### config.mk
export PLATFORM = sky130hd
export DESIGN_NAME = event_log_ring_with_drop_count_core
export DESIGN_NICKNAME = d
export VERILOG_FILES = /design/src/elrdc_pkg.sv /design/src/elrdc_ram.sv /design/src/elrdc_front.sv /design/src/elrdc_back.sv /design/src/event_log_ring_with_drop_count_core.sv
export SDC_FILE = /design/constraint.sdc
export NUM_CORES = 2
export LEC_CHECK = 0
export ABC_CLOCK_PERIOD_IN_PS = 16300
export BUFFER_PORTS_ARGS = -buffer_cell sky130_fd_sc_hd__buf_2
export CORE_MARGIN = 1.5
export CORE_UTILIZATION = 45
export CTS_BUF_LIST = sky130_fd_sc_hd__clkbuf_16
export DETAILED_ROUTE_END_ITERATION = 12
export PLACE_DENSITY_LB_ADDON = 0.08
export SKIP_CTS_REPAIR_TIMING = 1
export SLEW_MARGIN = 0
export SYNTH_ARGS = -nofsm -noshare
export SYNTH_HDL_FRONTEND = slang
export SYNTH_HIERARCHICAL = 1
export SYNTH_SLANG_ARGS = --single-unit
### constraint.sdc
create_clock -name clock -period 16.3 [get_ports clock]
set_input_delay 0.815 -clock clock [delete_from_list [all_inputs] [get_ports clock]]
set_output_delay 0.815 -clock clock [all_outputs]
set_load 0.02 [all_outputs]
### src/elrdc_pkg.sv
// types, constants and helpers shared by the event log ring
`timescale 1ns / 1ps
package elrdc_pkg;

   localparam int RING_DEPTH  = 32;
   localparam int IDX_W       = $clog2(RING_DEPTH);
   localparam int CNT_W       = $clog2(RING_DEPTH + 1);
   localparam int SUM_W       = IDX_W + 1;
   localparam int QUEUE_DEPTH = 2;
   localparam int QPTR_W      = (QUEUE_DEPTH > 1) ? $clog2(QUEUE_DEPTH) : 1;
   localparam int QCNT_W      = $clog2(QUEUE_DEPTH + 1);
   localparam int CSR_W       = 32;
   localparam int CSR_IDX_W   = 2;

   localparam logic [4:0] DROP_EVENT = 5'd9;
   localparam logic [7:0] DROP_MAX   = 8'hFF;

   localparam logic [1:0] KIND_RECORD = 2'd0;
   localparam logic [1:0] KIND_TICK   = 2'd1;
   localparam logic [1:0] KIND_DRAIN  = 2'd2;
   localparam logic [1:0] KIND_DONE   = 2'd3;

   localparam logic [5:0]  RST_WATERMARK = 6'd16;
   localparam logic [31:0] RST_AGE_MS    = 32'd60000;
   localparam logic [31:0] RST_RETRY_MS  = 32'd30000;
   localparam logic [31:0] RST_POLL_MS   = 32'd500;

   typedef enum logic [CSR_IDX_W-1:0] {
      CSR_WATERMARK = 2'd0,
      CSR_AGE       = 2'd1,
      CSR_RETRY     = 2'd2,
      CSR_POLL      = 2'd3
   } csr_idx_type;

   typedef enum logic [1:0] {
      OP_RECORD = 2'd0,
      OP_TICK   = 2'd1,
      OP_DRAIN  = 2'd2,
      OP_DONE   = 2'd3
   } op_type;

   typedef enum logic [1:0] {
      ST_IDLE  = 2'd0,
      ST_STAMP = 2'd1,
      ST_ROW   = 2'd2
   } state_type;

   typedef struct packed {
      logic [1:0]  kind;
      logic [4:0]  event_code;
      logic [7:0]  aux_byte;
      logic [31:0] detail_word;
      logic [31:0] now_ms;
      logic [15:0] millivolts;
      logic [6:0]  percent;
      logic        charging;
      logic        ok;
   } req_type;

   typedef struct packed {
      logic        is_row;
      logic        flush_due;
      logic [4:0]  row_event;
      logic [7:0]  row_aux;
      logic [31:0] row_detail;
      logic [31:0] row_ms;
      logic [15:0] row_millivolts;
      logic [6:0]  row_percent;
      logic        row_charging;
      logic        last;
   } rsp_type;

   typedef struct packed {
      logic [5:0]  fill_mark;
      logic [31:0] age_limit;
      logic [31:0] retry_hold;
      logic [31:0] poll_period;
   } cfg_type;

   typedef struct packed {
      op_type  op;
      req_type req;
   } item_type;

   typedef struct packed {
      logic [31:0] ms;
      logic [31:0] detail;
   } entry_td_type;

   typedef struct packed {
      logic [4:0]  event_code;
      logic [7:0]  aux;
      logic [15:0] millivolts;
      logic [6:0]  percent;
      logic        charging;
   } entry_info_type;

   typedef struct packed {
      logic [CNT_W-1:0] ring_count;
      logic             idle;
   } status_type;

   function automatic logic [IDX_W-1:0] inc_idx(input logic [IDX_W-1:0] idx);
      logic [IDX_W-1:0] res;
      if (idx == IDX_W'(RING_DEPTH - 1)) begin
         res = '0;
      end else begin
         res = idx + 1'b1;
      end
      return res;
   endfunction

endpackage

### src/elrdc_ram.sv
// generic single write port ram with registered read
`timescale 1ns / 1ps
module elrdc_ram #(
   parameter int WIDTH = 8,
   parameter int DEPTH = 16
) (
   input  logic                     clock,
   input  logic                     wr_en,
   input  logic [$clog2(DEPTH)-1:0] wr_addr,
   input  logic [WIDTH-1:0]         wr_data,
   input  logic [$clog2(DEPTH)-1:0] rd_addr,
   output logic [WIDTH-1:0]         rd_data
);

   logic [WIDTH-1:0] mem_ff [DEPTH];
   logic [WIDTH-1:0] rd_data_ff;

   always_ff @(posedge clock) begin
      if (wr_en) begin
         mem_ff[wr_addr] <= wr_data;
      end
      rd_data_ff <= mem_ff[rd_addr];
   end

   assign rd_data = rd_data_ff;

endmodule

### src/elrdc_front.sv
// input side: accepts words, decodes the kind and queues them for the back end
`timescale 1ns / 1ps
module elrdc_front (
   input  logic                clock,
   input  logic                reset,
   input  logic                req_valid,
   output logic                req_stall,
   input  elrdc_pkg::req_type  req_data,
   output logic                q_valid,
   output elrdc_pkg::item_type q_item,
   input  logic                q_pop
);

   elrdc_pkg::item_type               slot_ff [elrdc_pkg::QUEUE_DEPTH];
   logic [elrdc_pkg::QPTR_W-1:0]      wr_ptr_ff, wr_ptr_in;
   logic [elrdc_pkg::QPTR_W-1:0]      rd_ptr_ff, rd_ptr_in;
   logic [elrdc_pkg::QCNT_W-1:0]      cnt_ff, cnt_in;
   elrdc_pkg::item_type               item;
   logic                              push;

   // decode
   always_comb begin
      item.req = req_data;
      case (req_data.kind)
         elrdc_pkg::KIND_RECORD: item.op = elrdc_pkg::OP_RECORD;
         elrdc_pkg::KIND_TICK:   item.op = elrdc_pkg::OP_TICK;
         elrdc_pkg::KIND_DRAIN:  item.op = elrdc_pkg::OP_DRAIN;
         elrdc_pkg::KIND_DONE:   item.op = elrdc_pkg::OP_DONE;
         default:                item.op = elrdc_pkg::OP_RECORD;
      endcase
   end

   assign req_stall = (cnt_ff == elrdc_pkg::QCNT_W'(elrdc_pkg::QUEUE_DEPTH));
   assign push      = req_valid && !req_stall;
   assign q_valid   = (cnt_ff != '0);
   assign q_item    = slot_ff[rd_ptr_ff];

   always_comb begin
      wr_ptr_in = wr_ptr_ff;
      rd_ptr_in = rd_ptr_ff;
      cnt_in    = cnt_ff;
      if (push) begin
         if (wr_ptr_ff == elrdc_pkg::QPTR_W'(elrdc_pkg::QUEUE_DEPTH - 1)) begin
            wr_ptr_in = '0;
         end else begin
            wr_ptr_in = wr_ptr_ff + 1'b1;
         end
      end
      if (q_pop) begin
         if (rd_ptr_ff == elrdc_pkg::QPTR_W'(elrdc_pkg::QUEUE_DEPTH - 1)) begin
            rd_ptr_in = '0;
         end else begin
            rd_ptr_in = rd_ptr_ff + 1'b1;
         end
      end
      if (push && !q_pop) begin
         cnt_in = cnt_ff + 1'b1;
      end else if (!push && q_pop) begin
         cnt_in = cnt_ff - 1'b1;
      end
   end

   always_ff @(posedge clock) begin
      if (reset) begin
         wr_ptr_ff <= '0;
         rd_ptr_ff <= '0;
         cnt_ff    <= '0;
      end else begin
         wr_ptr_ff <= wr_ptr_in;
         rd_ptr_ff <= rd_ptr_in;
         cnt_ff    <= cnt_in;
      end
   end

   always_ff @(posedge clock) begin
      if (push) begin
         slot_ff[wr_ptr_ff] <= item;
      end
   end

endmodule

### src/elrdc_back.sv
// back end: ring storage, flush verdicts, drain sequencer and output register
`timescale 1ns / 1ps
module elrdc_back (
   input  logic                  clock,
   input  logic                  reset,
   input  elrdc_pkg::cfg_type    cfg,
   input  logic                  q_valid,
   input  elrdc_pkg::item_type   q_item,
   output logic                  q_pop,
   output logic                  rsp_valid,
   input  logic                  rsp_stall,
   output elrdc_pkg::rsp_type    rsp_data,
   output elrdc_pkg::status_type status
);

   elrdc_pkg::state_type          state_ff, state_in;
   logic [elrdc_pkg::IDX_W-1:0]   head_ff, head_in;
   logic [elrdc_pkg::CNT_W-1:0]   count_ff, count_in;
   logic [7:0]                    drop_ff, drop_in;
   logic [31:0]                   pending_ff, pending_in;
   logic [31:0]                   last_poll_ff, last_poll_in;
   logic                          failed_ff, failed_in;
   logic [31:0]                   fail_time_ff, fail_time_in;
   logic [elrdc_pkg::IDX_W-1:0]   ptr_ff, ptr_in;
   logic [elrdc_pkg::CNT_W-1:0]   row_idx_ff, row_idx_in;
   logic                          drop_phase_ff, drop_phase_in;
   logic                          rsp_valid_ff, rsp_valid_in;
   elrdc_pkg::rsp_type            rsp_data_ff, rsp_data_in;

   logic                          ram_we;
   logic [elrdc_pkg::IDX_W-1:0]   ram_waddr;
   elrdc_pkg::entry_td_type       td_wdata, td_rdata;
   elrdc_pkg::entry_info_type     info_wdata, info_rdata;

   logic                          out_free;
   logic                          ring_full;
   logic                          row_last;
   logic [elrdc_pkg::SUM_W-1:0]   slot_sum;
   logic [elrdc_pkg::IDX_W-1:0]   slot_idx;
   logic [31:0]                   poll_elapsed, age_elapsed, fail_elapsed;
   logic                          verdict;
   elrdc_pkg::req_type            req;

   assign req       = q_item.req;
   assign out_free  = !rsp_valid_ff || !rsp_stall;
   assign ring_full = (count_ff == elrdc_pkg::CNT_W'(elrdc_pkg::RING_DEPTH));
   assign row_last  = (row_idx_ff + 1'b1 == count_ff);

   // next free slot when not full
   assign slot_sum = elrdc_pkg::SUM_W'(head_ff) + elrdc_pkg::SUM_W'(count_ff);
   assign slot_idx = (slot_sum >= elrdc_pkg::SUM_W'(elrdc_pkg::RING_DEPTH))
                     ? elrdc_pkg::IDX_W'(slot_sum - elrdc_pkg::SUM_W'(elrdc_pkg::RING_DEPTH))
                     : elrdc_pkg::IDX_W'(slot_sum);

   // flush verdict
   assign poll_elapsed = req.now_ms - last_poll_ff;
   assign age_elapsed  = req.now_ms - pending_ff;
   assign fail_elapsed = req.now_ms - fail_time_ff;
   assign verdict = (poll_elapsed >= cfg.poll_period) && (count_ff != '0)
                    && ((32'(count_ff) >= 32'(cfg.fill_mark))
                        || (age_elapsed >= cfg.age_limit))
                    && (!failed_ff || (fail_elapsed >= cfg.retry_hold));

   assign q_pop = (state_ff == elrdc_pkg::ST_IDLE) && q_valid
                  && ((q_item.op != elrdc_pkg::OP_TICK) || out_free);

   elrdc_ram #(
      .WIDTH ($bits(elrdc_pkg::entry_td_type)),
      .DEPTH (elrdc_pkg::RING_DEPTH)
   ) u_td_ram (
      .clock   (clock),
      .wr_en   (ram_we),
      .wr_addr (ram_waddr),
      .wr_data (td_wdata),
      .rd_addr (ptr_in),
      .rd_data (td_rdata)
   );

   elrdc_ram #(
      .WIDTH ($bits(elrdc_pkg::entry_info_type)),
      .DEPTH (elrdc_pkg::RING_DEPTH)
   ) u_info_ram (
      .clock   (clock),
      .wr_en   (ram_we),
      .wr_addr (ram_waddr),
      .wr_data (info_wdata),
      .rd_addr (ptr_in),
      .rd_data (info_rdata)
   );

   // next state
   always_comb begin
      state_in = state_ff;
      case (state_ff)
         elrdc_pkg::ST_IDLE: begin
            if (q_valid && q_item.op == elrdc_pkg::OP_RECORD && ring_full) begin
               state_in = elrdc_pkg::ST_STAMP;
            end else if (q_valid && q_item.op == elrdc_pkg::OP_DRAIN && count_ff != '0) begin
               state_in = elrdc_pkg::ST_ROW;
            end
         end
         elrdc_pkg::ST_STAMP: begin
            state_in = elrdc_pkg::ST_IDLE;
         end
         elrdc_pkg::ST_ROW: begin
            if (out_free && !drop_phase_ff && row_last) begin
               state_in = elrdc_pkg::ST_IDLE;
            end
         end
         default: begin
            state_in = elrdc_pkg::ST_IDLE;
         end
      endcase
   end

   // datapath and outputs
   always_comb begin
      head_in       = head_ff;
      count_in      = count_ff;
      drop_in       = drop_ff;
      pending_in    = pending_ff;
      last_poll_in  = last_poll_ff;
      failed_in     = failed_ff;
      fail_time_in  = fail_time_ff;
      ptr_in        = ptr_ff;
      row_idx_in    = row_idx_ff;
      drop_phase_in = drop_phase_ff;
      rsp_valid_in  = rsp_valid_ff && rsp_stall;
      rsp_data_in   = rsp_data_ff;
      ram_we        = 1'b0;
      ram_waddr     = slot_idx;
      td_wdata.ms              = req.now_ms;
      td_wdata.detail          = req.detail_word;
      info_wdata.event_code    = req.event_code;
      info_wdata.aux           = req.aux_byte;
      info_wdata.millivolts    = req.millivolts;
      info_wdata.percent       = req.percent;
      info_wdata.charging      = req.charging;
      case (state_ff)
         elrdc_pkg::ST_IDLE: begin
            if (q_pop) begin
               case (q_item.op)
                  elrdc_pkg::OP_RECORD: begin
                     ram_we = 1'b1;
                     if (ring_full) begin
                        // overwrite oldest, fetch stamp of the new oldest
                        ram_waddr = head_ff;
                        head_in   = elrdc_pkg::inc_idx(head_ff);
                        ptr_in    = elrdc_pkg::inc_idx(head_ff);
                        if (drop_ff != elrdc_pkg::DROP_MAX) begin
                           drop_in = drop_ff + 1'b1;
                        end
                     end else begin
                        count_in = count_ff + 1'b1;
                        if (count_ff == '0) begin
                           pending_in = req.now_ms;
                        end
                     end
                  end
                  elrdc_pkg::OP_TICK: begin
                     if (poll_elapsed >= cfg.poll_period) begin
                        last_poll_in = req.now_ms;
                     end
                     rsp_valid_in        = 1'b1;
                     rsp_data_in         = '0;
                     rsp_data_in.flush_due = verdict;
                     rsp_data_in.last    = 1'b1;
                  end
                  elrdc_pkg::OP_DRAIN: begin
                     ptr_in        = head_ff;
                     row_idx_in    = '0;
                     drop_phase_in = (drop_ff != '0);
                  end
                  elrdc_pkg::OP_DONE: begin
                     if (req.ok) begin
                        head_in    = '0;
                        count_in   = '0;
                        drop_in    = '0;
                        pending_in = '0;
                        failed_in  = 1'b0;
                     end else begin
                        failed_in    = 1'b1;
                        fail_time_in = req.now_ms;
                     end
                  end
                  default: begin
                     ram_we = 1'b0;
                  end
               endcase
            end
         end
         elrdc_pkg::ST_STAMP: begin
            pending_in = td_rdata.ms;
         end
         elrdc_pkg::ST_ROW: begin
            if (out_free) begin
               rsp_valid_in               = 1'b1;
               rsp_data_in.is_row         = 1'b1;
               rsp_data_in.flush_due      = 1'b0;
               rsp_data_in.row_ms         = td_rdata.ms;
               rsp_data_in.row_millivolts = info_rdata.millivolts;
               rsp_data_in.row_percent    = info_rdata.percent;
               rsp_data_in.row_charging   = info_rdata.charging;
               if (drop_phase_ff) begin
                  drop_phase_in          = 1'b0;
                  rsp_data_in.row_event  = elrdc_pkg::DROP_EVENT;
                  rsp_data_in.row_aux    = drop_ff;
                  rsp_data_in.row_detail = '0;
                  rsp_data_in.last       = 1'b0;
               end else begin
                  rsp_data_in.row_event  = info_rdata.event_code;
                  rsp_data_in.row_aux    = info_rdata.aux;
                  rsp_data_in.row_detail = td_rdata.detail;
                  rsp_data_in.last       = row_last;
                  if (!row_last) begin
                     ptr_in     = elrdc_pkg::inc_idx(ptr_ff);
                     row_idx_in = row_idx_ff + 1'b1;
                  end
               end
            end
         end
         default: begin
            ram_we = 1'b0;
         end
      endcase
   end

   always_ff @(posedge clock) begin
      if (reset) begin
         state_ff      <= elrdc_pkg::ST_IDLE;
         head_ff       <= '0;
         count_ff      <= '0;
         drop_ff       <= '0;
         pending_ff    <= '0;
         last_poll_ff  <= '0;
         failed_ff     <= 1'b0;
         fail_time_ff  <= '0;
         ptr_ff        <= '0;
         row_idx_ff    <= '0;
         drop_phase_ff <= 1'b0;
         rsp_valid_ff  <= 1'b0;
      end else begin
         state_ff      <= state_in;
         head_ff       <= head_in;
         count_ff      <= count_in;
         drop_ff       <= drop_in;
         pending_ff    <= pending_in;
         last_poll_ff  <= last_poll_in;
         failed_ff     <= failed_in;
         fail_time_ff  <= fail_time_in;
         ptr_ff        <= ptr_in;
         row_idx_ff    <= row_idx_in;
         drop_phase_ff <= drop_phase_in;
         rsp_valid_ff  <= rsp_valid_in;
      end
   end

   always_ff @(posedge clock) begin
      rsp_data_ff <= rsp_data_in;
   end

   assign rsp_valid         = rsp_valid_ff;
   assign rsp_data          = rsp_data_ff;
   assign status.ring_count = count_ff;
   assign status.idle       = (state_ff == elrdc_pkg::ST_IDLE);

endmodule

### src/event_log_ring_with_drop_count_core.sv
// top level of the event log ring with drop counter
`timescale 1ns / 1ps
//  channel   ports                            direction   word
//  req       req_valid req_stall req_data     in          one event, tick, drain or outcome
//  rsp       rsp_valid rsp_stall rsp_data     out         one verdict or log row
//  csr       csr_write_en csr_index csr_wdata in          register write, no read-back
//
// record, tick and outcome words are handled in the idle state of the back end; a record
// into a full ring also passes the stamp state, for the ram read of the new oldest stamp.
// a drain gives one row per cycle out of the entry rams while the output is not stalled.
// a two-word queue parts input from back end; the output register parts back end
// from the result side, so a stalled result holds the back end but not the queue.
// reset is synchronous; entry rams are not cleared and are read only where written.
module event_log_ring_with_drop_count_core (
   input  logic                                clock,
   input  logic                                reset,
   input  logic                                req_valid,
   output logic                                req_stall,
   input  elrdc_pkg::req_type                  req_data,
   output logic                                rsp_valid,
   input  logic                                rsp_stall,
   output elrdc_pkg::rsp_type                  rsp_data,
   input  logic                                csr_write_en,
   input  logic [elrdc_pkg::CSR_IDX_W-1:0]     csr_index,
   input  logic [elrdc_pkg::CSR_W-1:0]         csr_wdata
);

   elrdc_pkg::cfg_type    cfg_ff, cfg_in;
   logic                  q_valid;
   elrdc_pkg::item_type   q_item;
   logic                  q_pop;
   elrdc_pkg::status_type status;

   always_comb begin
      cfg_in = cfg_ff;
      if (csr_write_en) begin
         case (csr_index)
            elrdc_pkg::CSR_WATERMARK: cfg_in.fill_mark   = csr_wdata[5:0];
            elrdc_pkg::CSR_AGE:       cfg_in.age_limit   = csr_wdata;
            elrdc_pkg::CSR_RETRY:     cfg_in.retry_hold  = csr_wdata;
            elrdc_pkg::CSR_POLL:      cfg_in.poll_period = csr_wdata;
            default:                  cfg_in = cfg_ff;
         endcase
      end
   end

   always_ff @(posedge clock) begin
      if (reset) begin
         cfg_ff.fill_mark   <= elrdc_pkg::RST_WATERMARK;
         cfg_ff.age_limit   <= elrdc_pkg::RST_AGE_MS;
         cfg_ff.retry_hold  <= elrdc_pkg::RST_RETRY_MS;
         cfg_ff.poll_period <= elrdc_pkg::RST_POLL_MS;
      end else begin
         cfg_ff <= cfg_in;
      end
   end

   elrdc_front u_front (
      .clock     (clock),
      .reset     (reset),
      .req_valid (req_valid),
      .req_stall (req_stall),
      .req_data  (req_data),
      .q_valid   (q_valid),
      .q_item    (q_item),
      .q_pop     (q_pop)
   );

   elrdc_back u_back (
      .clock     (clock),
      .reset     (reset),
      .cfg       (cfg_ff),
      .q_valid   (q_valid),
      .q_item    (q_item),
      .q_pop     (q_pop),
      .rsp_valid (rsp_valid),
      .rsp_stall (rsp_stall),
      .rsp_data  (rsp_data),
      .status    (status)
   );

   // fill never above depth
   a_count_bound: assert property (@(posedge clock) disable iff (reset)
      status.ring_count <= elrdc_pkg::CNT_W'(elrdc_pkg::RING_DEPTH))
      else $error("ring fill above depth");

   // a verdict is a single closing word with no row fields
   a_verdict_shape: assert property (@(posedge clock) disable iff (reset)
      rsp_valid && !rsp_data.is_row |-> rsp_data.last && rsp_data.row_detail == '0
         && rsp_data.row_ms == '0)
      else $error("malformed verdict");

   // rows never flag a flush
   a_row_no_due: assert property (@(posedge clock) disable iff (reset)
      rsp_valid && rsp_data.is_row |-> !rsp_data.flush_due)
      else $error("row carries flush flag");

   // nothing leaves the queue while a drain or stamp fetch is running
   a_pop_idle: assert property (@(posedge clock) disable iff (reset)
      q_pop |-> status.idle && q_valid)
      else $error("queue popped outside idle");

endmodule

==> results.ini <==
[status]
status=finished, final reports clean

[place]
gp_congestion=0.830
portBuffers=248
place_ws_ns=8.66
dp_hpwl_mm=220

[sta]
worst_pin_slew_ns=1.28
slew_headroom_pct=13.7
hold_viol=0
rsz0062_at_grt=false
finalSetupTns_ns=0
setup-violations-final=0
drv_slew=0
fin_worst_skew_ns=0.0490
period_share_pct=48.2
max_freq_mhz=127
fin_crit_ns=7.86
layout_setup_ws_ns=8.44
worst_hold_slack_ns=0.0422

[critical_path]
critical_path.cell_chain=buf_4 -> mux2_2 -> buf_4 -> inv_1 -> ha_1 -> inv_1 -> fa_1 -> a211oi_1 -> o21ai_0 -> nand3_1 -> a21oi_1 -> nor2_1 -> o211ai_1 -> a21oi_1 -> o21bai_1 -> xnor2_1 -> ha_1 -> nand4_1 -> nor4_1 -> o21ai_0 -> o21bai_1 -> o31a_2 -> buf_4 -> mux2i_1
slowest_stage=buf_4
crit_required_ns=17.15
cpMostUsedCell=buf_4
cp-start-kind=register
crit_arrival_ns=8.71
cpPeakStageDelay_ns=0.78
end_kind=register
worst-path-buf-inv=5
critPathTopFamily=compound AO/OA/AOI/OAI gates
path_max_fanout=36
path_class=reg2reg

[floorplanning]
start_util_pct=45.2
die_h_um=590
die_x_um=590
core_area_mm2=0.343
dieArea_mm2=0.349
ios=249
num_rows=215

[drt]
dr_wl_met2_mm=211
routed_wl_mm=428
vias=80800
wl_per_cell_um=31.0
antenna_left=0
wl_met3_mm=22.5
vias_per_cell=5.85
top_layer_used=met4
drc_errors=0
wl_met1_mm=183
drt_iter0_drc=7273
drt_first_pass_iters=5

[synthesis]
syn-num-nets=8836
ys_warn_count=6
syn_area_per_cell_um2=18.3
syn-cell-area_mm2=0.155
synth_cells=8480

[clock_tree]
numClockSinks=3883
cts_root_buf=clkbuf_16
path_clk_slew_ns=0.06
cts_made_buffers=412
clk_path_buf_depth=4
clk_latency_ns=0.97
cts_tree=built
h-tree-depth=5

[global_routing]
grt_pass1_wl_mm=603
grt.overflow.total=0
grt_max_degree=140
antenna_found_initial=24
grt.total_usage_pct=24.3
grt_pass1_vias=81500

[power]
finalPower_mw=27.0
ir_drop_uv=112
power.leakage_nw=55.6
powerDensity_mw_per_mm2=154

[layout]
final_common_cell=edfxtp_1
drive_gt1_share_pct=20.4
layout_common_cells=3,544 x edfxtp_1, 774 x mux2i_1, 602 x mux4_2
area_delta_synth_final_pct=12.9
nets=9257
final_core_util_pct=51.0

[min_path]
hp-class=in2reg

[flow_run]
cap_violations=0

where the power goes:
part           total (mW)  internal (mW)  switching (mW)  leakage [nW]
Combinational        5.69           2.11            3.58          14.0
Sequential           12.2           12.0           0.230          34.8
Clock                9.08           5.23            3.84          6.86
Total                27.0           19.3            7.65          55.6
registers in the layout (all words and copies together), names as in the netlist, 37 cells and up, named ones only:
name	cells
cfg_ff	102
u_back/rsp_data	104
u_back/u_info_ram/mem_ff	1184
u_back/u_info_ram/rd_data	37
u_back/u_td_ram/mem_ff	2048
u_back/u_td_ram/rd_data	64
u_front/slot_ff	208
metal layers:
metal	global-route usage [%]	up-vias
met3	2.69	594
met1	33.8	43200
li1	-	34600
met5	0	-
met4	6.25	0
met2	40.9	2424
worst paths after layout:
kind,start,endpoint,slack [ns],cells after the start
setup / recovery,register,u_back/last_poll_ff[0]$_SDFFE_PP0P_,8.44,24
hold / removal,req_data[45],u_front/slot_ff[1][45]$_DFFE_PP_,0.04,1
setup reg to reg,register,u_back/last_poll_ff[0]$_SDFFE_PP0P_,8.44,24
hold reg to reg,u_back/fail_time_ff[27]$_SDFFE_PP0P_,u_back/fail_time_ff[27]$_SDFFE_PP0P_,0.46,2
final cells by class:
class	instances	area [µm²]
multi-input cells	3946	39600
well taps	4557	5700
inverters	228	862
clock inverters	344	2530
fillers	28000	168000
clock buffers	423	10600
repair buffers	430	2720
diodes	9	22.5
flip-flops and latches	3883	113000
stage by stage:
stage / instances / cell area (µm²)
2_1_floorplan: 8480 / 155000
3_3_place_gp: 13000 / 162000
3_5_place_dp: 13000 / 162000
4_1_cts: 13800 / 175000
5_1_grt: 13800 / 175000
6_report: 13800 / 175000
No activity file was read; power rests on OpenSTA's default activity.
